File: config.mk
export PLATFORM = sky130hd
export DESIGN_NAME = civil_date_day_count_converter_top_flat
export DESIGN_NICKNAME = d
export VERILOG_FILES = /design/src/hw/rtl/cddc_pkg.sv /design/src/hw/rtl/cddc_chan_if.sv /design/src/hw/rtl/cddc_seq.sv /design/src/hw/rtl/civil_date_day_count_converter_top.sv /design/src/flat_wrapper.sv
export SDC_FILE = /design/constraint.sdc
export NUM_CORES = 1
export LEC_CHECK = 0
export ABC_CLOCK_PERIOD_IN_PS = 15800
export CORE_ASPECT_RATIO = 1.25
export CORE_MARGIN = 2
export CORE_UTILIZATION = 46
export CTS_CLUSTER_DIAMETER = 40
export DETAILED_ROUTE_END_ITERATION = 12
export DONT_BUFFER_PORTS = 1
export HOLD_SLACK_MARGIN = 0.02
export PLACE_DENSITY = 0.71
export RECOVER_POWER = 50
export SLEW_MARGIN = 20
export SYNTH_ARGS = -nofsm -noshare
export SYNTH_HDL_FRONTEND = slang
export SYNTH_HIERARCHICAL = 1
export SYNTH_SLANG_ARGS = --single-unit
File: constraint.sdc
create_clock -name clock -period 15.8 [get_ports clock]
set_input_delay 1.58 -clock clock [delete_from_list [all_inputs] [get_ports clock]]
set_output_delay 1.58 -clock clock [all_outputs]
set_load 0.02 [all_outputs]
File: src/hw/rtl/cddc_pkg.sv
// Shared types, constants and the control store for the civil date / day count converter.
// Depends on nothing; every other file of the block refers to it by scoped names.

package cddc_pkg;

   // Field widths of the two channels.
   localparam int FUNC_W  = 1;
   localparam int YEAR_W  = 12;
   localparam int MONTH_W = 4;
   localparam int DAY_W   = 5;
   localparam int COUNT_W = 17;

   // Default width of the day count that the arithmetic honours.
   localparam int COUNT_BITS_DEF = 17;

   // Internal year counter has one spare bit to catch years above the field range.
   localparam int YEAR_CNT_W = YEAR_W + 1;

   localparam logic [YEAR_CNT_W-1:0] EPOCH_YEAR      = 13'd1970;
   localparam logic [6:0]            EPOCH_MOD100    = 7'd70;
   localparam logic [1:0]            EPOCH_CENT_MOD4 = 2'd3;
   localparam logic [6:0]            LAST_MOD100     = 7'd99;
   localparam logic [8:0]            YEAR_DAYS       = 9'd365;
   localparam logic [8:0]            LEAP_YEAR_DAYS  = 9'd366;
   localparam logic [4:0]            LEAP_FEB_DAYS   = 5'd29;
   localparam logic [MONTH_W-1:0]    MONTH_FIRST     = 4'd1;
   localparam logic [MONTH_W-1:0]    MONTH_FEB       = 4'd2;
   localparam logic [MONTH_W-1:0]    MONTH_LAST      = 4'd12;

   // Division of a 12-bit year by 100: (year * 5243) >> 19 is exact below 4096.
   localparam int               DIV100_PROD_W = 25;
   localparam logic [12:0]      DIV100_RECIP  = 13'd5243;
   localparam int               DIV100_SHIFT  = 19;
   localparam int               CENT_W        = 6;

   // Datapath operations.
   localparam int OP_W = 4;
   localparam logic [OP_W-1:0] OP_NOP       = 4'd0;
   localparam logic [OP_W-1:0] OP_DATE_LOAD = 4'd1;
   localparam logic [OP_W-1:0] OP_SET_CENT  = 4'd2;
   localparam logic [OP_W-1:0] OP_MONTH_ADD = 4'd3;
   localparam logic [OP_W-1:0] OP_DAY_ADD   = 4'd4;
   localparam logic [OP_W-1:0] OP_EPOCH     = 4'd5;
   localparam logic [OP_W-1:0] OP_YEAR_ADD  = 4'd6;
   localparam logic [OP_W-1:0] OP_DAYS_LOAD = 4'd7;
   localparam logic [OP_W-1:0] OP_YEAR_SUB  = 4'd8;
   localparam logic [OP_W-1:0] OP_MONTH_SUB = 4'd9;
   localparam logic [OP_W-1:0] OP_FINISH    = 4'd10;

   // Exit conditions of a step.
   localparam int COND_W = 3;
   localparam logic [COND_W-1:0] COND_NONE           = 3'd0;
   localparam logic [COND_W-1:0] COND_BAD_DATE       = 3'd1;
   localparam logic [COND_W-1:0] COND_MONTH_REACHED  = 3'd2;
   localparam logic [COND_W-1:0] COND_YEARS_DONE     = 3'd3;
   localparam logic [COND_W-1:0] COND_YEAR_SHORT     = 3'd4;
   localparam logic [COND_W-1:0] COND_MONTHS_DONE    = 3'd5;
   localparam logic [COND_W-1:0] COND_OUT_BUSY       = 3'd6;

   // Program steps.
   localparam int STEP_W = 4;
   localparam logic [STEP_W-1:0] STEP_DATE_INIT = 4'd0;
   localparam logic [STEP_W-1:0] STEP_SET_CENT  = 4'd1;
   localparam logic [STEP_W-1:0] STEP_MONTHS    = 4'd2;
   localparam logic [STEP_W-1:0] STEP_DAY       = 4'd3;
   localparam logic [STEP_W-1:0] STEP_EPOCH     = 4'd4;
   localparam logic [STEP_W-1:0] STEP_YEARS     = 4'd5;
   localparam logic [STEP_W-1:0] STEP_DAYS_INIT = 4'd6;
   localparam logic [STEP_W-1:0] STEP_YEAR_SUB  = 4'd7;
   localparam logic [STEP_W-1:0] STEP_MONTH_SUB = 4'd8;
   localparam logic [STEP_W-1:0] STEP_FIN       = 4'd9;

   typedef struct packed {
      logic [OP_W-1:0]   op;
      logic [COND_W-1:0] cond;
      logic [STEP_W-1:0] target;
      logic              rpt;
      logic              last;
   } ucode_word_type;

   typedef struct packed {
      logic bad_date;
      logic month_reached;
      logic years_done;
      logic year_short;
      logic months_done;
      logic out_busy;
   } cddc_flags_type;

   typedef struct packed {
      logic [OP_W-1:0] op;
   } cddc_ctrl_type;

   // Control store. When the exit condition holds the step jumps to its target and
   // does nothing else; otherwise it performs its operation and then repeats,
   // ends the program or falls through to the next step.
   function automatic ucode_word_type ucode_word(input logic [STEP_W-1:0] step);
      ucode_word_type w;
      w = '{op: OP_NOP, cond: COND_NONE, target: STEP_FIN, rpt: 1'b0, last: 1'b1};
      unique case (step)
         STEP_DATE_INIT: w = '{op: OP_DATE_LOAD, cond: COND_BAD_DATE,
                               target: STEP_FIN, rpt: 1'b0, last: 1'b0};
         STEP_SET_CENT:  w = '{op: OP_SET_CENT, cond: COND_NONE,
                               target: STEP_FIN, rpt: 1'b0, last: 1'b0};
         STEP_MONTHS:    w = '{op: OP_MONTH_ADD, cond: COND_MONTH_REACHED,
                               target: STEP_DAY, rpt: 1'b1, last: 1'b0};
         STEP_DAY:       w = '{op: OP_DAY_ADD, cond: COND_NONE,
                               target: STEP_FIN, rpt: 1'b0, last: 1'b0};
         STEP_EPOCH:     w = '{op: OP_EPOCH, cond: COND_NONE,
                               target: STEP_FIN, rpt: 1'b0, last: 1'b0};
         STEP_YEARS:     w = '{op: OP_YEAR_ADD, cond: COND_YEARS_DONE,
                               target: STEP_FIN, rpt: 1'b1, last: 1'b0};
         STEP_DAYS_INIT: w = '{op: OP_DAYS_LOAD, cond: COND_NONE,
                               target: STEP_FIN, rpt: 1'b0, last: 1'b0};
         STEP_YEAR_SUB:  w = '{op: OP_YEAR_SUB, cond: COND_YEAR_SHORT,
                               target: STEP_MONTH_SUB, rpt: 1'b1, last: 1'b0};
         STEP_MONTH_SUB: w = '{op: OP_MONTH_SUB, cond: COND_MONTHS_DONE,
                               target: STEP_FIN, rpt: 1'b1, last: 1'b0};
         STEP_FIN:       w = '{op: OP_FINISH, cond: COND_OUT_BUSY,
                               target: STEP_FIN, rpt: 1'b0, last: 1'b1};
         default:        w = '{op: OP_NOP, cond: COND_NONE,
                               target: STEP_FIN, rpt: 1'b0, last: 1'b1};
      endcase
      return w;
   endfunction

   // Length of a month; months outside 1 to 12 are never asked for.
   function automatic logic [4:0] month_days(input logic [MONTH_W-1:0] m, input logic leap);
      logic [4:0] d;
      d = 5'd31;
      unique case (m)
         4'd2:    d = leap ? LEAP_FEB_DAYS : 5'd28;
         4'd4:    d = 5'd30;
         4'd6:    d = 5'd30;
         4'd9:    d = 5'd30;
         4'd11:   d = 5'd30;
         default: d = 5'd31;
      endcase
      return d;
   endfunction

endpackage

File: src/hw/rtl/cddc_chan_if.sv
// Handshake channels of the converter: request and response, valid/ready with payload.
// Depends on cddc_pkg for the field widths.

interface cddc_req_if;
   logic                             valid;
   logic                             ready;
   logic [cddc_pkg::FUNC_W-1:0]      func;
   logic [cddc_pkg::YEAR_W-1:0]      year_in;
   logic [cddc_pkg::MONTH_W-1:0]     month_in;
   logic [cddc_pkg::DAY_W-1:0]       day_in;
   logic [cddc_pkg::COUNT_W-1:0]     day_count_in;

   modport source (output valid, func, year_in, month_in, day_in, day_count_in,
                   input ready);
   modport sink (input valid, func, year_in, month_in, day_in, day_count_in,
                 output ready);
endinterface

interface cddc_rsp_if;
   logic                             valid;
   logic                             ready;
   logic [cddc_pkg::COUNT_W-1:0]     day_count_out;
   logic [cddc_pkg::YEAR_W-1:0]      year_out;
   logic [cddc_pkg::MONTH_W-1:0]     month_out;
   logic [cddc_pkg::DAY_W-1:0]       day_out;
   logic                             invalid;

   modport source (output valid, day_count_out, year_out, month_out, day_out, invalid,
                   input ready);
   modport sink (input valid, day_count_out, year_out, month_out, day_out, invalid,
                 output ready);
endinterface

File: src/hw/rtl/cddc_seq.sv
// Microprogram sequencer: step counter, control store lookup and conditional jumps.
// Depends on cddc_pkg for the control word, condition codes and step numbers.

module cddc_seq (
   input  logic                     clock,
   input  logic                     reset,
   input  logic                     start,
   input  logic                     start_func,
   input  cddc_pkg::cddc_flags_type flags,
   output cddc_pkg::cddc_ctrl_type  ctrl,
   output logic                     busy
);

   logic [cddc_pkg::STEP_W-1:0] pc_ff, pc_in;
   logic                        busy_ff, busy_in;
   cddc_pkg::ucode_word_type    word;
   logic                        take;

   always_comb begin
      word = cddc_pkg::ucode_word(pc_ff);
      take = 1'b0;
      unique case (word.cond)
         cddc_pkg::COND_NONE:          take = 1'b0;
         cddc_pkg::COND_BAD_DATE:      take = flags.bad_date;
         cddc_pkg::COND_MONTH_REACHED: take = flags.month_reached;
         cddc_pkg::COND_YEARS_DONE:    take = flags.years_done;
         cddc_pkg::COND_YEAR_SHORT:    take = flags.year_short;
         cddc_pkg::COND_MONTHS_DONE:   take = flags.months_done;
         cddc_pkg::COND_OUT_BUSY:      take = flags.out_busy;
         default:                      take = 1'b0;
      endcase

      ctrl.op = (busy_ff && !take) ? word.op : cddc_pkg::OP_NOP;

      pc_in   = pc_ff;
      busy_in = busy_ff;
      priority if (start) begin
         busy_in = 1'b1;
         pc_in   = start_func ? cddc_pkg::STEP_DAYS_INIT : cddc_pkg::STEP_DATE_INIT;
      end else if (busy_ff) begin
         priority if (take) begin
            pc_in = word.target;
         end else if (word.last) begin
            busy_in = 1'b0;
         end else if (!word.rpt) begin
            pc_in = pc_ff + 1'b1;
         end else begin
            // A repeating step stays where it is.
            pc_in = pc_ff;
         end
      end else begin
         busy_in = 1'b0;
      end
   end

   always_ff @(posedge clock) begin
      if (reset) begin
         pc_ff   <= cddc_pkg::STEP_DATE_INIT;
         busy_ff <= 1'b0;
      end else begin
         pc_ff   <= pc_in;
         busy_ff <= busy_in;
      end
   end

   assign busy = busy_ff;

   a_pc_in_program: assert property (@(posedge clock) disable iff (reset)
      busy_ff |-> pc_ff <= cddc_pkg::STEP_FIN)
      else $error("step counter left the program");

   a_start_when_idle: assert property (@(posedge clock) disable iff (reset)
      start |-> !busy_ff)
      else $error("item started while a program was running");

   a_finish_ends: assert property (@(posedge clock) disable iff (reset)
      (busy_ff && ctrl.op == cddc_pkg::OP_FINISH) |=> !busy_ff)
      else $error("program did not end after its result was stored");

endmodule

File: src/hw/rtl/civil_date_day_count_converter_top.sv
// Civil date / day count converter, top level: captures an item, runs the datapath
// under the microprogram in cddc_seq and holds the result. Depends on cddc_pkg and
// the channel interfaces in cddc_chan_if.sv.
//
//   channel   direction  contents
//   req_chan  in         func, year_in, month_in, day_in, day_count_in
//   rsp_chan  out        day_count_out, year_out, month_out, day_out, invalid
//
// One item at a time, one year or one month per cycle through a single adder.
// Date to count adds months, the day, then years from 1970 (years before 1970
// add none); a bad month or day skips to the end. Count to date: years, then months.
// A new item is taken as soon as the previous result sits in the output register.
// If that result is still unread when the next one is ready, the block waits.
// Reset clears the sequencer and the output valid.

module civil_date_day_count_converter_top #(
   parameter int COUNT_BITS = cddc_pkg::COUNT_BITS_DEF
) (
   input logic         clock,
   input logic         reset,
   cddc_req_if.sink    req_chan,
   cddc_rsp_if.source  rsp_chan
);

   localparam int ACC_W = COUNT_BITS + 1;
   localparam int YW    = cddc_pkg::YEAR_CNT_W;
   localparam logic [cddc_pkg::COUNT_W-1:0] COUNT_MASK =
      cddc_pkg::COUNT_W'((64'd1 << COUNT_BITS) - 64'd1);

   cddc_pkg::cddc_flags_type flags;
   cddc_pkg::cddc_ctrl_type  ctrl;
   logic                     busy;
   logic                     accept;

   // Captured item.
   logic                              func_ff;
   logic [cddc_pkg::YEAR_W-1:0]       year_ff;
   logic [cddc_pkg::MONTH_W-1:0]      month_ff;
   logic [cddc_pkg::DAY_W-1:0]        day_ff;
   logic [cddc_pkg::COUNT_W-1:0]      count_ff;

   // Working registers.
   logic [YW-1:0]                     y_ff, y_in;
   logic [cddc_pkg::MONTH_W-1:0]      m_ff, m_in;
   logic [ACC_W-1:0]                  acc_ff, acc_in;
   logic [6:0]                        m100_ff, m100_in;
   logic [1:0]                        c4_ff, c4_in;
   logic [cddc_pkg::CENT_W-1:0]       q_ff, q_in;

   // Result register.
   logic                              rsp_valid_ff, rsp_valid_in;
   logic [cddc_pkg::COUNT_W-1:0]      cnt_out_ff, cnt_out_in;
   logic [cddc_pkg::YEAR_W-1:0]       y_out_ff, y_out_in;
   logic [cddc_pkg::MONTH_W-1:0]      m_out_ff, m_out_in;
   logic [cddc_pkg::DAY_W-1:0]        d_out_ff, d_out_in;
   logic                              bad_out_ff, bad_out_in;

   logic                              leap;
   logic [8:0]                        ylen;
   logic [4:0]                        mlen;
   logic [cddc_pkg::DIV100_PROD_W-1:0] prod;
   logic [cddc_pkg::YEAR_W-1:0]       cent;
   logic                              bad_date;
   logic                              count_ovf;

   assign accept         = req_chan.valid && req_chan.ready;
   assign req_chan.ready = !busy;

   cddc_seq u_seq (
      .clock      (clock),
      .reset      (reset),
      .start      (accept),
      .start_func (req_chan.func[0]),
      .flags      (flags),
      .ctrl       (ctrl),
      .busy       (busy)
   );

   always_comb begin
      // Gregorian rule from the running residues: y mod 4, y mod 100, (y / 100) mod 4.
      leap = (y_ff[1:0] == 2'd0) && ((m100_ff != 7'd0) || (c4_ff == 2'd0));
      ylen = leap ? cddc_pkg::LEAP_YEAR_DAYS : cddc_pkg::YEAR_DAYS;
      mlen = cddc_pkg::month_days(m_ff, leap);
      prod = cddc_pkg::DIV100_PROD_W'(year_ff) * cddc_pkg::DIV100_PROD_W'(cddc_pkg::DIV100_RECIP);
      cent = {q_ff, 6'b0} + {1'b0, q_ff, 5'b0} + {4'b0, q_ff, 2'b0};
      bad_date = (month_ff == 4'd0) || (month_ff > cddc_pkg::MONTH_LAST) || (day_ff == 5'd0);
      count_ovf = acc_ff[COUNT_BITS];

      flags.bad_date      = bad_date;
      flags.month_reached = (m_ff == month_ff);
      flags.years_done    = (y_ff >= YW'(year_ff)) || count_ovf;
      flags.year_short    = (acc_ff < ACC_W'(ylen));
      flags.months_done   = (m_ff == cddc_pkg::MONTH_LAST) || (acc_ff < ACC_W'(mlen));
      flags.out_busy      = rsp_valid_ff && !rsp_chan.ready;
   end

   always_comb begin
      y_in         = y_ff;
      m_in         = m_ff;
      acc_in       = acc_ff;
      m100_in      = m100_ff;
      c4_in        = c4_ff;
      q_in         = q_ff;
      cnt_out_in   = cnt_out_ff;
      y_out_in     = y_out_ff;
      m_out_in     = m_out_ff;
      d_out_in     = d_out_ff;
      bad_out_in   = bad_out_ff;
      rsp_valid_in = rsp_valid_ff && !rsp_chan.ready;

      unique case (ctrl.op)
         cddc_pkg::OP_NOP: begin
         end
         cddc_pkg::OP_DATE_LOAD: begin
            y_in   = YW'(year_ff);
            m_in   = cddc_pkg::MONTH_FIRST;
            acc_in = '0;
            q_in   = prod[cddc_pkg::DIV100_SHIFT +: cddc_pkg::CENT_W];
         end
         cddc_pkg::OP_SET_CENT: begin
            m100_in = 7'(y_ff[cddc_pkg::YEAR_W-1:0] - cent);
            c4_in   = q_ff[1:0];
         end
         cddc_pkg::OP_MONTH_ADD: begin
            acc_in = acc_ff + ACC_W'(mlen);
            m_in   = m_ff + 1'b1;
         end
         cddc_pkg::OP_DAY_ADD: begin
            acc_in = acc_ff + ACC_W'(day_ff - 1'b1);
         end
         cddc_pkg::OP_EPOCH: begin
            y_in    = cddc_pkg::EPOCH_YEAR;
            m100_in = cddc_pkg::EPOCH_MOD100;
            c4_in   = cddc_pkg::EPOCH_CENT_MOD4;
         end
         cddc_pkg::OP_YEAR_ADD, cddc_pkg::OP_YEAR_SUB: begin
            acc_in = (ctrl.op == cddc_pkg::OP_YEAR_ADD) ? acc_ff + ACC_W'(ylen)
                                                        : acc_ff - ACC_W'(ylen);
            y_in = y_ff + 1'b1;
            if (m100_ff == cddc_pkg::LAST_MOD100) begin
               m100_in = 7'd0;
               c4_in   = c4_ff + 1'b1;
            end else begin
               m100_in = m100_ff + 1'b1;
            end
         end
         cddc_pkg::OP_DAYS_LOAD: begin
            y_in    = cddc_pkg::EPOCH_YEAR;
            m100_in = cddc_pkg::EPOCH_MOD100;
            c4_in   = cddc_pkg::EPOCH_CENT_MOD4;
            m_in    = cddc_pkg::MONTH_FIRST;
            acc_in  = ACC_W'(count_ff & COUNT_MASK);
         end
         cddc_pkg::OP_MONTH_SUB: begin
            acc_in = acc_ff - ACC_W'(mlen);
            m_in   = m_ff + 1'b1;
         end
         cddc_pkg::OP_FINISH: begin
            rsp_valid_in = 1'b1;
            cnt_out_in   = '0;
            y_out_in     = '0;
            m_out_in     = '0;
            d_out_in     = '0;
            if (!func_ff) begin
               // A bad month or day never loads the accumulator, so it is not looked at.
               bad_out_in = bad_date || count_ovf;
               if (!bad_date && !count_ovf) begin
                  cnt_out_in = cddc_pkg::COUNT_W'(acc_ff[COUNT_BITS-1:0]);
               end
            end else begin
               bad_out_in = y_ff[YW-1];
               if (!y_ff[YW-1]) begin
                  y_out_in = y_ff[cddc_pkg::YEAR_W-1:0];
                  m_out_in = m_ff;
                  d_out_in = cddc_pkg::DAY_W'(acc_ff + 1'b1);
               end
            end
         end
         default: begin
         end
      endcase
   end

   always_ff @(posedge clock) begin
      if (reset) begin
         rsp_valid_ff <= 1'b0;
      end else begin
         rsp_valid_ff <= rsp_valid_in;
      end
   end

   always_ff @(posedge clock) begin
      if (accept) begin
         func_ff  <= req_chan.func[0];
         year_ff  <= req_chan.year_in;
         month_ff <= req_chan.month_in;
         day_ff   <= req_chan.day_in;
         count_ff <= req_chan.day_count_in;
      end
      y_ff       <= y_in;
      m_ff       <= m_in;
      acc_ff     <= acc_in;
      m100_ff    <= m100_in;
      c4_ff      <= c4_in;
      q_ff       <= q_in;
      cnt_out_ff <= cnt_out_in;
      y_out_ff   <= y_out_in;
      m_out_ff   <= m_out_in;
      d_out_ff   <= d_out_in;
      bad_out_ff <= bad_out_in;
   end

   assign rsp_chan.valid         = rsp_valid_ff;
   assign rsp_chan.day_count_out = cnt_out_ff;
   assign rsp_chan.year_out      = y_out_ff;
   assign rsp_chan.month_out     = m_out_ff;
   assign rsp_chan.day_out       = d_out_ff;
   assign rsp_chan.invalid       = bad_out_ff;

   a_result_from_finish: assert property (@(posedge clock) disable iff (reset)
      $rose(rsp_valid_ff) |-> $past(ctrl.op) == cddc_pkg::OP_FINISH)
      else $error("result appeared without the finishing step");

   a_no_overwrite: assert property (@(posedge clock) disable iff (reset)
      (rsp_valid_ff && ctrl.op == cddc_pkg::OP_FINISH) |-> rsp_chan.ready)
      else $error("unread result overwritten");

   a_month_in_range: assert property (@(posedge clock) disable iff (reset)
      (ctrl.op == cddc_pkg::OP_MONTH_ADD || ctrl.op == cddc_pkg::OP_MONTH_SUB)
         |-> (m_ff >= cddc_pkg::MONTH_FIRST) && (m_ff < cddc_pkg::MONTH_LAST))
      else $error("month counter stepped outside the year");

endmodule

File: src/flat_wrapper.sv
// flat-port wrapper written by rule: the top's interface ports become plain ports
module civil_date_day_count_converter_top_flat 
#(
   parameter int COUNT_BITS = cddc_pkg::COUNT_BITS_DEF
)
  (clock, reset, req_chan_valid, req_chan_func, req_chan_year_in, req_chan_month_in, req_chan_day_in, req_chan_day_count_in, req_chan_ready, rsp_chan_valid, rsp_chan_day_count_out, rsp_chan_year_out, rsp_chan_month_out, rsp_chan_day_out, rsp_chan_invalid, rsp_chan_ready);
  cddc_req_if req_chan_i ();
  cddc_rsp_if rsp_chan_i ();
  input logic clock;
  input logic reset;
  input wire logic [$bits(req_chan_i.valid)-1:0] req_chan_valid;
  input wire logic [$bits(req_chan_i.func)-1:0] req_chan_func;
  input wire logic [$bits(req_chan_i.year_in)-1:0] req_chan_year_in;
  input wire logic [$bits(req_chan_i.month_in)-1:0] req_chan_month_in;
  input wire logic [$bits(req_chan_i.day_in)-1:0] req_chan_day_in;
  input wire logic [$bits(req_chan_i.day_count_in)-1:0] req_chan_day_count_in;
  output wire logic [$bits(req_chan_i.ready)-1:0] req_chan_ready;
  output wire logic [$bits(rsp_chan_i.valid)-1:0] rsp_chan_valid;
  output wire logic [$bits(rsp_chan_i.day_count_out)-1:0] rsp_chan_day_count_out;
  output wire logic [$bits(rsp_chan_i.year_out)-1:0] rsp_chan_year_out;
  output wire logic [$bits(rsp_chan_i.month_out)-1:0] rsp_chan_month_out;
  output wire logic [$bits(rsp_chan_i.day_out)-1:0] rsp_chan_day_out;
  output wire logic [$bits(rsp_chan_i.invalid)-1:0] rsp_chan_invalid;
  input wire logic [$bits(rsp_chan_i.ready)-1:0] rsp_chan_ready;
  assign req_chan_i.valid = req_chan_valid;
  assign req_chan_i.func = req_chan_func;
  assign req_chan_i.year_in = req_chan_year_in;
  assign req_chan_i.month_in = req_chan_month_in;
  assign req_chan_i.day_in = req_chan_day_in;
  assign req_chan_i.day_count_in = req_chan_day_count_in;
  assign req_chan_ready = req_chan_i.ready;
  assign rsp_chan_valid = rsp_chan_i.valid;
  assign rsp_chan_day_count_out = rsp_chan_i.day_count_out;
  assign rsp_chan_year_out = rsp_chan_i.year_out;
  assign rsp_chan_month_out = rsp_chan_i.month_out;
  assign rsp_chan_day_out = rsp_chan_i.day_out;
  assign rsp_chan_invalid = rsp_chan_i.invalid;
  assign rsp_chan_i.ready = rsp_chan_ready;
  civil_date_day_count_converter_top #(.COUNT_BITS(COUNT_BITS)) u_core (.clock(clock), .reset(reset), .req_chan(req_chan_i), .rsp_chan(rsp_chan_i));
endmodule
* Word-level counts from Yosys, hierarchy flattened
Memory sizes are Yosys's and may differ from the RTL's. A register that Yosys moved wholly into a read port is not among the register bits. Cells that the tools add are included.
Storage, ports and cells: register bits after elaboration 133, memory bits (read-only) 192, input port bits 43, output and inout bits 41, memories 1
Memory list:
- (name not given) | words 16, width 12, rd ports 1, clocked after Yosys merged registers in 1, write ports 0, RTL line cddc_pkg.sv:100 | unique case (step)
Operators by class: $add $sub $neg 15, $mul 1, $lt $le $gt $ge 4, equality and inequality tests 27, mux-type cells 27, bitwise operators 2, reductions and logical operators 35
Operators by type and width (count):
- one-hot mux 18 bit (6 select lines) | 1
- one-hot mux 13 bit (3 select lines) | 1
- 2-to-1 mux 4 bit | 8
- == test 4 x 3 -> 1 bit (second input constant) | 6
- == test 4 bit (second input constant) | 6
- multiplier 12 x 13 -> 24 bit (second input constant) | 1
- one-hot mux 7 bit (3 select lines) | 1
- adder 18 bit | 1
- adder 18 x 5 -> 18 bit | 1
- adder 18 x 9 -> 18 bit | 1
- < comparator 18 x 5 -> 1 bit | 1
- < comparator 18 x 9 -> 1 bit | 1
- 2-to-1 mux 18 bit | 1
- subtractor 18 x 5 -> 18 bit | 1
- subtractor 18 x 9 -> 18 bit | 1
- adder 7 bit | 2
- adder 13 x 1 -> 13 bit (second input constant) | 1
- >= comparator 13 x 12 -> 1 bit | 1
- == test 4 x 2 -> 1 bit (second input constant) | 3
- OR reduction 2 bit | 6
- one-hot mux 5 bit (2 select lines) | 1
- == test 3 bit (second input constant) | 3
- adder 4 x 1 -> 4 bit (second input constant) | 2
- one-hot mux 4 bit (2 select lines) | 1
- other kinds (33) | 59

* Depth between registers and ports, before layout
Gate-level depths: netlist (run 1).
word-level depth 15, gate-level depth with buffers 31, gate-level depth less buffers 30

* Hierarchy
The synthesis (run 1) kept the hierarchy.
By module, submodules not included:
- civil_date_day_count_converter_top | instances 1, cells each 1029, area each 10593.9 um^2, sequential area each 3833.7 um^2
- cddc_seq | instances 1, cells each 105, area each 1032.2 um^2, sequential area each 320.3 um^2

* Worst setup path before layout (run 1)
No wires, ideal clock.
kind reg2reg, from reg u_core.m100_ff[0], to reg u_core.acc_ff[15] (data pin), library setup time 0.261 ns, arrival 6.519 ns, setup slack 9.020 ns, cell stages (with the launch flop) 31, period minus slack after synthesis 6.780 ns, path through edfxtp_1 inv_1 ha_1 nor4b_1 nand2_1 nand2_1 nand2_1 nand2_1 o21ai_0 ha_1 inv_1 fa_1 nand4_1 nand2_1 o31ai_1 nand2b_4 mux4_2 and3_2 buf_2 nor3_2 nand2_1 nor3_1 ha_1 clkbuf_1 a211oi_1 o21bai_1 a21oi_1 nor2b_1 nor3_2 mux2i_1 a221o_1
RTL lines:
- start: declaration | RTL line civil_date_day_count_converter_top.sv:46 | logic [6:0] m100_ff, m100_in;
- start signal: assignment | RTL line civil_date_day_count_converter_top.sv:203 | m100_ff <= m100_in;
- end signal: assignment | RTL line civil_date_day_count_converter_top.sv:202 | acc_ff <= acc_in;
- end: declaration | RTL line civil_date_day_count_converter_top.sv:45 | logic [ACC_W-1:0] acc_ff, acc_in;

==> results, run 1 <==
- In the final layout, the share of cells above drive strength 1 is 0.0678.
- Routability-driven placement finished with a final weighted congestion of 0.908.
- The first-iteration detailed-routing DRC count is 623.
- The die span in y is 182 um.
- Across all layers, the routed design uses 8373 vias.
- The worst register-to-register path begins at u_core/m100_ff[0].
- Across the routed clock network, the largest skew measured is 0.0175 ns.
- For this run, the top clock speed supported by timing is 139 MHz.
- The most numerous cell on the critical path is sky130_fd_sc_hd__nand2_1.
- The required time of the worst setup path is 15.94 ns.
- In this run, distinct cell masters in the synthesized netlist total 90.
- Across every metal layer, demand over resource in global routing totals 0.210.
- By area the synthesized netlist is led by sky130_fd_sc_hd__edfxtp_1 33%, sky130_fd_sc_hd__ha_1 15%, sky130_fd_sc_hd__fa_1 8.1%.
- After the last flow step, the layout net total stands at 1356.
- The largest individual stage delay along the critical path comes from the cell sky130_fd_sc_hd__mux4_2.
- Synthesis produced a netlist with a net count of 1368.
- Counting flops with an async set or reset pin after synthesis yields a share of 0.
- The wire length per cell after detailed routing is 18.3 um.
- The effective utilization at floorplan is 0.464.
- The cell count after synthesis is 1134.
- Summing all placed instances gives a cell area of 11900 um^2.
- The capturing element type of the critical path is a flip-flop.
- In this design, the largest share of critical-path delay is due to simple AND/OR/NAND/NOR gates.
- IR analysis of the VDD net gives a maximum drop of 138 uV.
- The first-pass detailed-route iteration total is 7.
- In this run the mean area of a mapped cell was 10.3 um^2.
- Counting along the longest clock path gives a buffer depth of 2.
- The residual overflow from global routing is 0.
- The tightest slew margin relative to the limit is -0.742.
- The flip-flop and latch count after synthesis is 144.
- The number of ports placed on the die boundary is 84.
- The first-pass GRT wire length is 43900 um.
- Setup slack closes at 8.59 ns.
- Counting tap cells, the placed design contains a total of 1438 instances.
- The area of the placeable core is 25000 um^2.
- After clock tree synthesis, the clock-pin slew on the worst setup and hold paths is 0.06 ns.
- Along the worst path, the maximum fanout reaches 13.
- Setup violations remaining at the end of the flow were counted as 0.
- With fillers left out, the area of the finished cells amounts to 12500 um^2.
- After detailed routing, the number of remaining DRC violations is 0.
- The worst hold path endpoint is u_core/u_seq/pc_ff[1].
- After clock tree synthesis, the repair step resized 0 gates.
- The per-cell via count in the routed design is 5.70.
- The arrival time at the worst endpoint is 7.34 ns.
- The number of enable flip-flop cells after synthesis is 127.
- The final total negative setup slack is 0 ns.
- In this run the most critical hold path is launched from u_core/u_seq/pc_ff[1].
- Max-cap violations in this run came to 1.
- Summed over all cells, the static leakage comes to 5.17 nW.
- The number of setup buffers added after CTS is 0.
- Setup repair after global routing left no endpoint under its margin.
- The critical setup path kind is flip-flop to flip-flop.
- The number of nets still failing antenna checks after routing is 0.
- The layout has 2311 filler cells.
- In this run the number of H-tree levels came out at 4.
- For this run, the register share of the synthesized area comes to 0.357.
- For the worst-skew pair, the clock arrives at the later sink with an insertion delay of 0.44 ns.
- The slew at the pin closest to its max-slew limit is 2.61 ns.
- The clock net in this run drives a total of 144 sinks.
- Relative to the synthesized area, the layout overhead comes to 7.65%.
- The number of placement rows is 65.
- The core utilization of the finished layout is 0.500.
- The TritonCTS buffer count is 17.
- In the finished design, the share of the clock period the worst path needs comes to 0.456.
- The flow ran to the end, but the final reports show violations.
- The nature of the critical path startpoint is a flip-flop.
- The count of buffer and inverter cells on the critical path is 3.
- Power spread over the standard cell area amounts to 121 nW/um^2.
- The die outline width is 146 um.
- The final standard cell count with taps included and fillers excluded is 1470.
- For this design, the CTS-stage hold fixing added 0 buffers.
- The number of input and output port buffers inserted is 0.
- The cell sitting at the root of the clock tree is a sky130_fd_sc_hd__clkbuf_16.
- The total die area is 26600 um^2.
- The top cell type's share of synthesized area is 0.328.
- Entering global routing, the biggest net connects 48 pins.
- In this run the critical register-to-register path is captured at u_core/acc_ff[12].
- The setup slack at placement is 8.71 ns.
- After synthesis the cells add up to 11600 um^2.
- TritonCTS built the clock tree.
- The final reports fail on max-capacitance violations, max-slew violations.
- The worst reg-to-reg setup slack is 8.59 ns.
- Counting I/O delays and the setup requirement, the final critical path takes 7.21 ns.
- The final hold violation count is 0.
- The number of max-slew violations in the final report came to 48.
- The largest single stage delay on the critical path is 0.59 ns.
- The estimated wirelength of the detail-placed design is 20400 um.
- The number of antenna violations at the first check in global routing is 0.
- The yosys synthesis warning count is 6.
- The commonest register cell after synthesis is sky130_fd_sc_hd__edfxtp_1.
- The path category of the worst min-delay check is flip-flop to flip-flop.
- For this block, the routed nets add up to 26800 um of wire.
- Along the worst hold path, the cell count comes to 2.
- The cell taking the most area after synthesis is sky130_fd_sc_hd__edfxtp_1.
- The via count of the first global-routing pass is 8507.
- The antenna diode instance count is 0.
- For the worst flop-to-flop path, the logic depth is 29.
per-stage QoR:
| step | hold slack (ns) | power [mW] |
|---|---|---|
| after detailed placement | 0.525 | 1.11 |
| final | 0.539 | 1.51 |
| after CTS | 0.533 | 1.52 |
| after global routing | 0.588 | 1.62 |
| after floorplan | 0.491 | 0.959 |
| after global placement | 0.526 | 1.09 |
Yosys cell counts (14+ instances only):
master	count
sky130_fd_sc_hd__inv_1	155
sky130_fd_sc_hd__ha_1	144
sky130_fd_sc_hd__edfxtp_1	127
sky130_fd_sc_hd__nor2_1	61
sky130_fd_sc_hd__nand2_1	57
sky130_fd_sc_hd__o21ai_0	53
sky130_fd_sc_hd__xnor2_1	49
sky130_fd_sc_hd__fa_1	47
sky130_fd_sc_hd__a21oi_1	44
sky130_fd_sc_hd__xor2_1	38
sky130_fd_sc_hd__nand3_1	31
sky130_fd_sc_hd__and2_1	27
sky130_fd_sc_hd__clkbuf_1	27
sky130_fd_sc_hd__nor3_1	23
sky130_fd_sc_hd__dfxtp_1	17
sky130_fd_sc_hd__nor2b_1	17
sky130_fd_sc_hd__nand2b_1	14
how the worst max path moves through the flow:
stage                     cells past startpoint           endpoint         startpoint  slack [ns]
after global routing                         29  u_core/acc_ff[12]  u_core/m100_ff[0]        8.01
after floorplan                              30  u_core/acc_ff[15]  u_core/m100_ff[0]        9.02
after detailed placement                     29  u_core/acc_ff[12]  u_core/m100_ff[0]        8.71
after global placement                       29  u_core/acc_ff[12]  u_core/m100_ff[0]        8.96
final                                        29  u_core/acc_ff[12]  u_core/m100_ff[0]        8.59
after CTS                                    29  u_core/acc_ff[12]  u_core/m100_ff[0]        8.71
kinds of logic after synthesis:
logic type | after synthesis | synth area share
buffers and inverters | 194 | 0.0649
AOI/OAI and AO/OA | 207 | 0.124
xor gates and xnor gates | 87 | 0.0655
DFF | 144 | 0.357
muxes | 14 | 0.0150
and+or+nand+nor | 297 | 0.137
adders and majority gates | 191 | 0.236
cell usage in the layout (no fill, tap or decap), types with 5 or more instances in the layout:
cell	n
sky130_fd_sc_hd__inv_1	155
sky130_fd_sc_hd__ha_1	144
sky130_fd_sc_hd__edfxtp_1	127
sky130_fd_sc_hd__nor2_1	61
sky130_fd_sc_hd__nand2_1	57
sky130_fd_sc_hd__o21ai_0	53
sky130_fd_sc_hd__xnor2_1	49
sky130_fd_sc_hd__fa_1	47
sky130_fd_sc_hd__a21oi_1	43
sky130_fd_sc_hd__xor2_1	38
sky130_fd_sc_hd__nand3_1	31
sky130_fd_sc_hd__nor3_1	23
sky130_fd_sc_hd__and2_0	20
sky130_fd_sc_hd__clkbuf_16	17
sky130_fd_sc_hd__nor2b_1	17
sky130_fd_sc_hd__dfxtp_1	17
sky130_fd_sc_hd__nand2b_1	14
sky130_fd_sc_hd__nand4_1	11
sky130_fd_sc_hd__a222oi_1	9
sky130_fd_sc_hd__and3_1	9
sky130_fd_sc_hd__mux2i_1	8
sky130_fd_sc_hd__nor4_1	7
sky130_fd_sc_hd__and2_1	7
sky130_fd_sc_hd__o211ai_1	7
sky130_fd_sc_hd__a22oi_1	7
sky130_fd_sc_hd__a31oi_1	6
sky130_fd_sc_hd__o22ai_1	6
sky130_fd_sc_hd__a221oi_1	6
sky130_fd_sc_hd__or3_1	6
sky130_fd_sc_hd__o21a_1	6
sky130_fd_sc_hd__buf_4	6
sky130_fd_sc_hd__inv_6	5
sky130_fd_sc_hd__a21o_1	5
sky130_fd_sc_hd__nor3b_1	5
sky130_fd_sc_hd__o221ai_1	5
sky130_fd_sc_hd__a211oi_1	5
sequential cells by signal, indices dropped and copies added (netlist names), 2 cells and up:
name	cells
u_core/rsp_chan.day_out	5
u_core/rsp_chan.day_count_out	17
u_core/month_ff	4
u_core/day_ff	5
u_core/rsp_chan.year_out	12
u_core/year_ff	12
u_core/y_ff	13
u_core/u_seq/word	11
u_core/m100_ff	7
u_core/count_ff	17
u_core/c4_ff	2
u_core/rsp_chan.month_out	4
u_core/u_seq/pc_ff	4
u_core/q_ff	5
u_core/m_ff	4
u_core/acc_ff	18
power breakdown:
group          switching, mW  internal, mW  total, mW
Sequential            0.0422         0.456      0.498
Clock                  0.180         0.226      0.407
Combinational          0.344         0.260      0.605
Total                  0.567         0.942       1.51
layout make-up:
cell class	instances	area, um^2	area share
multi-input combinational	796	6720	0.537
sequential	144	4150	0.332
inverter	155	582	0.0465
clock buffer	18	439	0.0351
tap	335	419	0.0335
clock inverter	14	146	0.0117
timing repair buffer	8	52.6	0.00420
layer usage:
metal,global-route usage,part of all wire
met5,0,0
met4,0.0983,0.037
met3,0.0364,0.049
met2,0.361,0.50
met1,0.256,0.41
worst register-to-register path, delay by kind of cell, from the launching register on:
family	cells	cell delay [ns]
simple gates	13	2.16
compound gates	7	2.15
fa+ha+maj	4	1.14
mux	1	0.59
flops	1	0.39
buf+inv	3	0.38
xor+xnor	1	0.08
Note: power is estimated with default switching activity, not from simulation.
==> run 2, diff against run 1 <==
Settings changed: ABC_CLOCK_PERIOD_IN_PS 15800 to 7200.
Clock period 15.8 ns to 7.2 ns, I/O delays scaled along.
==> run 2 against run 1 <==
The run still ends with max-capacitance violations, max-slew violations left. Clock power increased by 96%. Utilization increased by 0.095 points. First-iteration DRC count increased by 12%. Total power increased by 110%. Via count increased by 1.1%. Sequential share of layout area decreased by 0.063 points. Critical path type unchanged.
==> results, run 2 (same netlist as run 1, synthesis figures left out) <==
- The first-pass GRT wire length is 44200 um (+0.69%).
- The total number of H-tree levels came to 4 (unchanged).
- The number of input and output port buffers inserted was 0 (unchanged).
- The highest-delay cell along the critical path is sky130_fd_sc_hd__mux4_2.
- The post-cts resize count was 0 (unchanged).
- The kind of cell adding the most delay to the critical path is compound AO/OA/AOI/OAI gates.
- The static leakage is 5.17 nW (+0.13%).
- The path category of the worst min-delay check is input pin to flip-flop.
- The number of ports placed on the die boundary is 84 (unchanged).
- The residual overflow from global routing is 0 (unchanged).
- The finished layout cell area came to 12500 um^2 (+0.19%).
- The delay of the slowest cell on the worst path is 0.58 ns (about the same).
- The number of nets at the end of the flow is 1361 (+0.37%).
- The critical setup path kind is flip-flop to flip-flop.
- The final number of setup-violating endpoints was 0 (unchanged).
- The post-layout minimum cycle time was 6.71 ns (-0.493 ns).
- The first-iteration detailed-routing DRC count is 695 (+12%).
- The tightest slew margin relative to the limit is -0.755 (-0.0128).
- The wire length per cell after detailed routing is 18.3 um (+0.34%).
- The arrival time at the worst endpoint is 6.88 ns (-0.46 ns).
- The worst-case clock skew is 0.0115 ns (-0.00604 ns).
- The first-pass detailed-route iteration total came to 6 (-1).
- The register with the most flip-flops is u_core/acc_ff.
- The fraction of the cycle the final worst path needs came to 0.932 (+0.476).
- The TritonCTS buffer count is 17 (unchanged).
- In the layout the commonest cells are 155 x sky130_fd_sc_hd__inv_1, 144 x sky130_fd_sc_hd__ha_1, 127 x sky130_fd_sc_hd__edfxtp_1, 61 x sky130_fd_sc_hd__nor2_1, 56 x sky130_fd_sc_hd__nand2_1.
- The clock-pin transition on the worst setup and hold timing paths is 0.07 ns (about the same).
- The worst-case clock buffer depth is 2 (unchanged).
- The core utilization of the finished layout is 0.501 (+0.000949).
- The run finished, with violations left.
- TritonCTS built the clock tree.
- The per-cell via count in the routed design came to 5.74 (+0.78%).
- The fraction of layout cells with a size suffix above 1 came to 0.0711 (+0.00321).
- The post-route total power was 3.23 mW (+110%).
- The count of buffer and inverter cells on the critical path is 4 (+1).
- Compared with the post-synthesis result, the final layout area differs by 7.86%.
- The area of the placeable core was 25000 um^2 (unchanged).
- The post-CTS setup buffer count is 0 (unchanged).
- The hold-fix buffer count after cts is 0 (unchanged).
- The effective utilization at floorplan is 0.464 (unchanged).
- The source-to-sink clock delay at the later pin of the worst-skew pair is 0.43 ns (about the same).
- The worst setup path is captured at a flip-flop.
- The detailed-route wire length came to 27000 um (+0.68%).
- The slew at the pin closest to its max-slew limit is 2.63 ns (+0.0192 ns).
- The fmax was 149 MHz (+7.3%).
- The number of placement rows was 65 (unchanged).
- The max capacitance violation total is 1 (unchanged).
- The number of DRC violations after detailed routing is 0 (unchanged).
- The startpoint of the worst-slack reg-to-reg timing path is u_core/m100_ff[0].
- The launch instance of the worst min-delay path is reset.
- The worst setup path is launched from a flip-flop.
- The die span in y is 182 um (unchanged).
- CTS placed an instance of sky130_fd_sc_hd__clkbuf_16 at the clock tree root.
- The pin count of the biggest net entering global routing is 48 (unchanged).
- The antenna diode instance count is 0 (unchanged).
- The via count of the first global-routing pass came to 8594 (+1.0%).
- The total routing usage reported by global routing was 0.210 (+0.000870).
- The count of clock tree sinks is 144 (unchanged).
- The launch point of the worst path is u_core/m100_ff[0].
- The placed cell area is 12000 um^2 (+0.31%).
- The number of antenna violations at the first check in global routing was 0 (unchanged).
- The final standard cell count with taps included and fillers excluded is 1475 (+0.34%).
- The checks that failed: max-capacitance violations, max-slew violations.
- The required time of the worst setup path came to 7.37 ns (-8.57 ns).
- The power per cell area is 258 nW/um^2 (+110%).
- The total die area is 26600 um^2 (unchanged).
- The largest vdd supply drop came to 336 uV (+140%).
- The total via count in the routed design was 8467 (+1.1%).
- The final hold violation count is 0 (unchanged).
- The number of flip-flops under the largest register name is 18 (unchanged).
- The die outline width is 146 um (unchanged).
- The last weighted congestion value of the routability-driven placer is 0.912 (+0.51%).
- The number of nets still failing antenna checks after routing is 0 (unchanged).
- The estimated wirelength of the detail-placed design was 20700 um (+1.5%).
- The biggest fanout along the worst timing path is 12 (-1).
- The number of max-slew violations in the final report is 48 (unchanged).
- The cell total after placement is 1443 (+0.35%).
- The most frequent standard cell in the layout excluding fill and tap cells is sky130_fd_sc_hd__inv_1.
-- run 2: where the power goes --
| group | internal, mW | total [mW] | switching (mW) |
|---|---|---|---|
| Sequential | 1.00 | 1.09 | 0.0870 |
| Combinational | 0.579 | 1.34 | 0.766 |
| Clock | 0.441 | 0.798 | 0.357 |
-- run 2: per-layer routing --
layer  vias to the layer above  routed length, um  global-route usage
met2                       270              13600               0.363
li1                       4018                  -                   -
met3                        67               1300              0.0402
met4                         0               1060              0.0990
met5                         -                  0                   0
met1                      4112              11100               0.254
-- run 2: cell type report --
type / count / area (um^2)
flip-flops and latches: 144 / 4150
fillers: 2295 / 12500
clock buffers: 20 / 437
repair buffers: 13 / 90.1
well taps: 335 / 419
inverters: 155 / 582
clock inverters: 12 / 88.8
multi-input cells: 796 / 6770
-- run 2: through the flow --
stage	hold slack (ns)	setup TNS, ns	worst slack [ns]
after global placement	0.525	0	0.396
final	0.353	0	0.487
after floorplan	0.491	0	0.420
after detailed placement	0.544	0	0.122
after global routing	0.338	-0.0127	-0.0127
after CTS	0.340	0	0.107
-- run 2: worst paths after layout --
check | to | depth (start not counted) | slack [ns]
setup / recovery | u_core/acc_ff[12] | 29 | 0.49
hold / removal | u_core/rsp_chan.valid | 1 | 0.35
setup reg to reg | u_core/acc_ff[12] | 29 | 0.49
hold reg to reg | u_core/u_seq/pc_ff[1] | 2 | 0.55
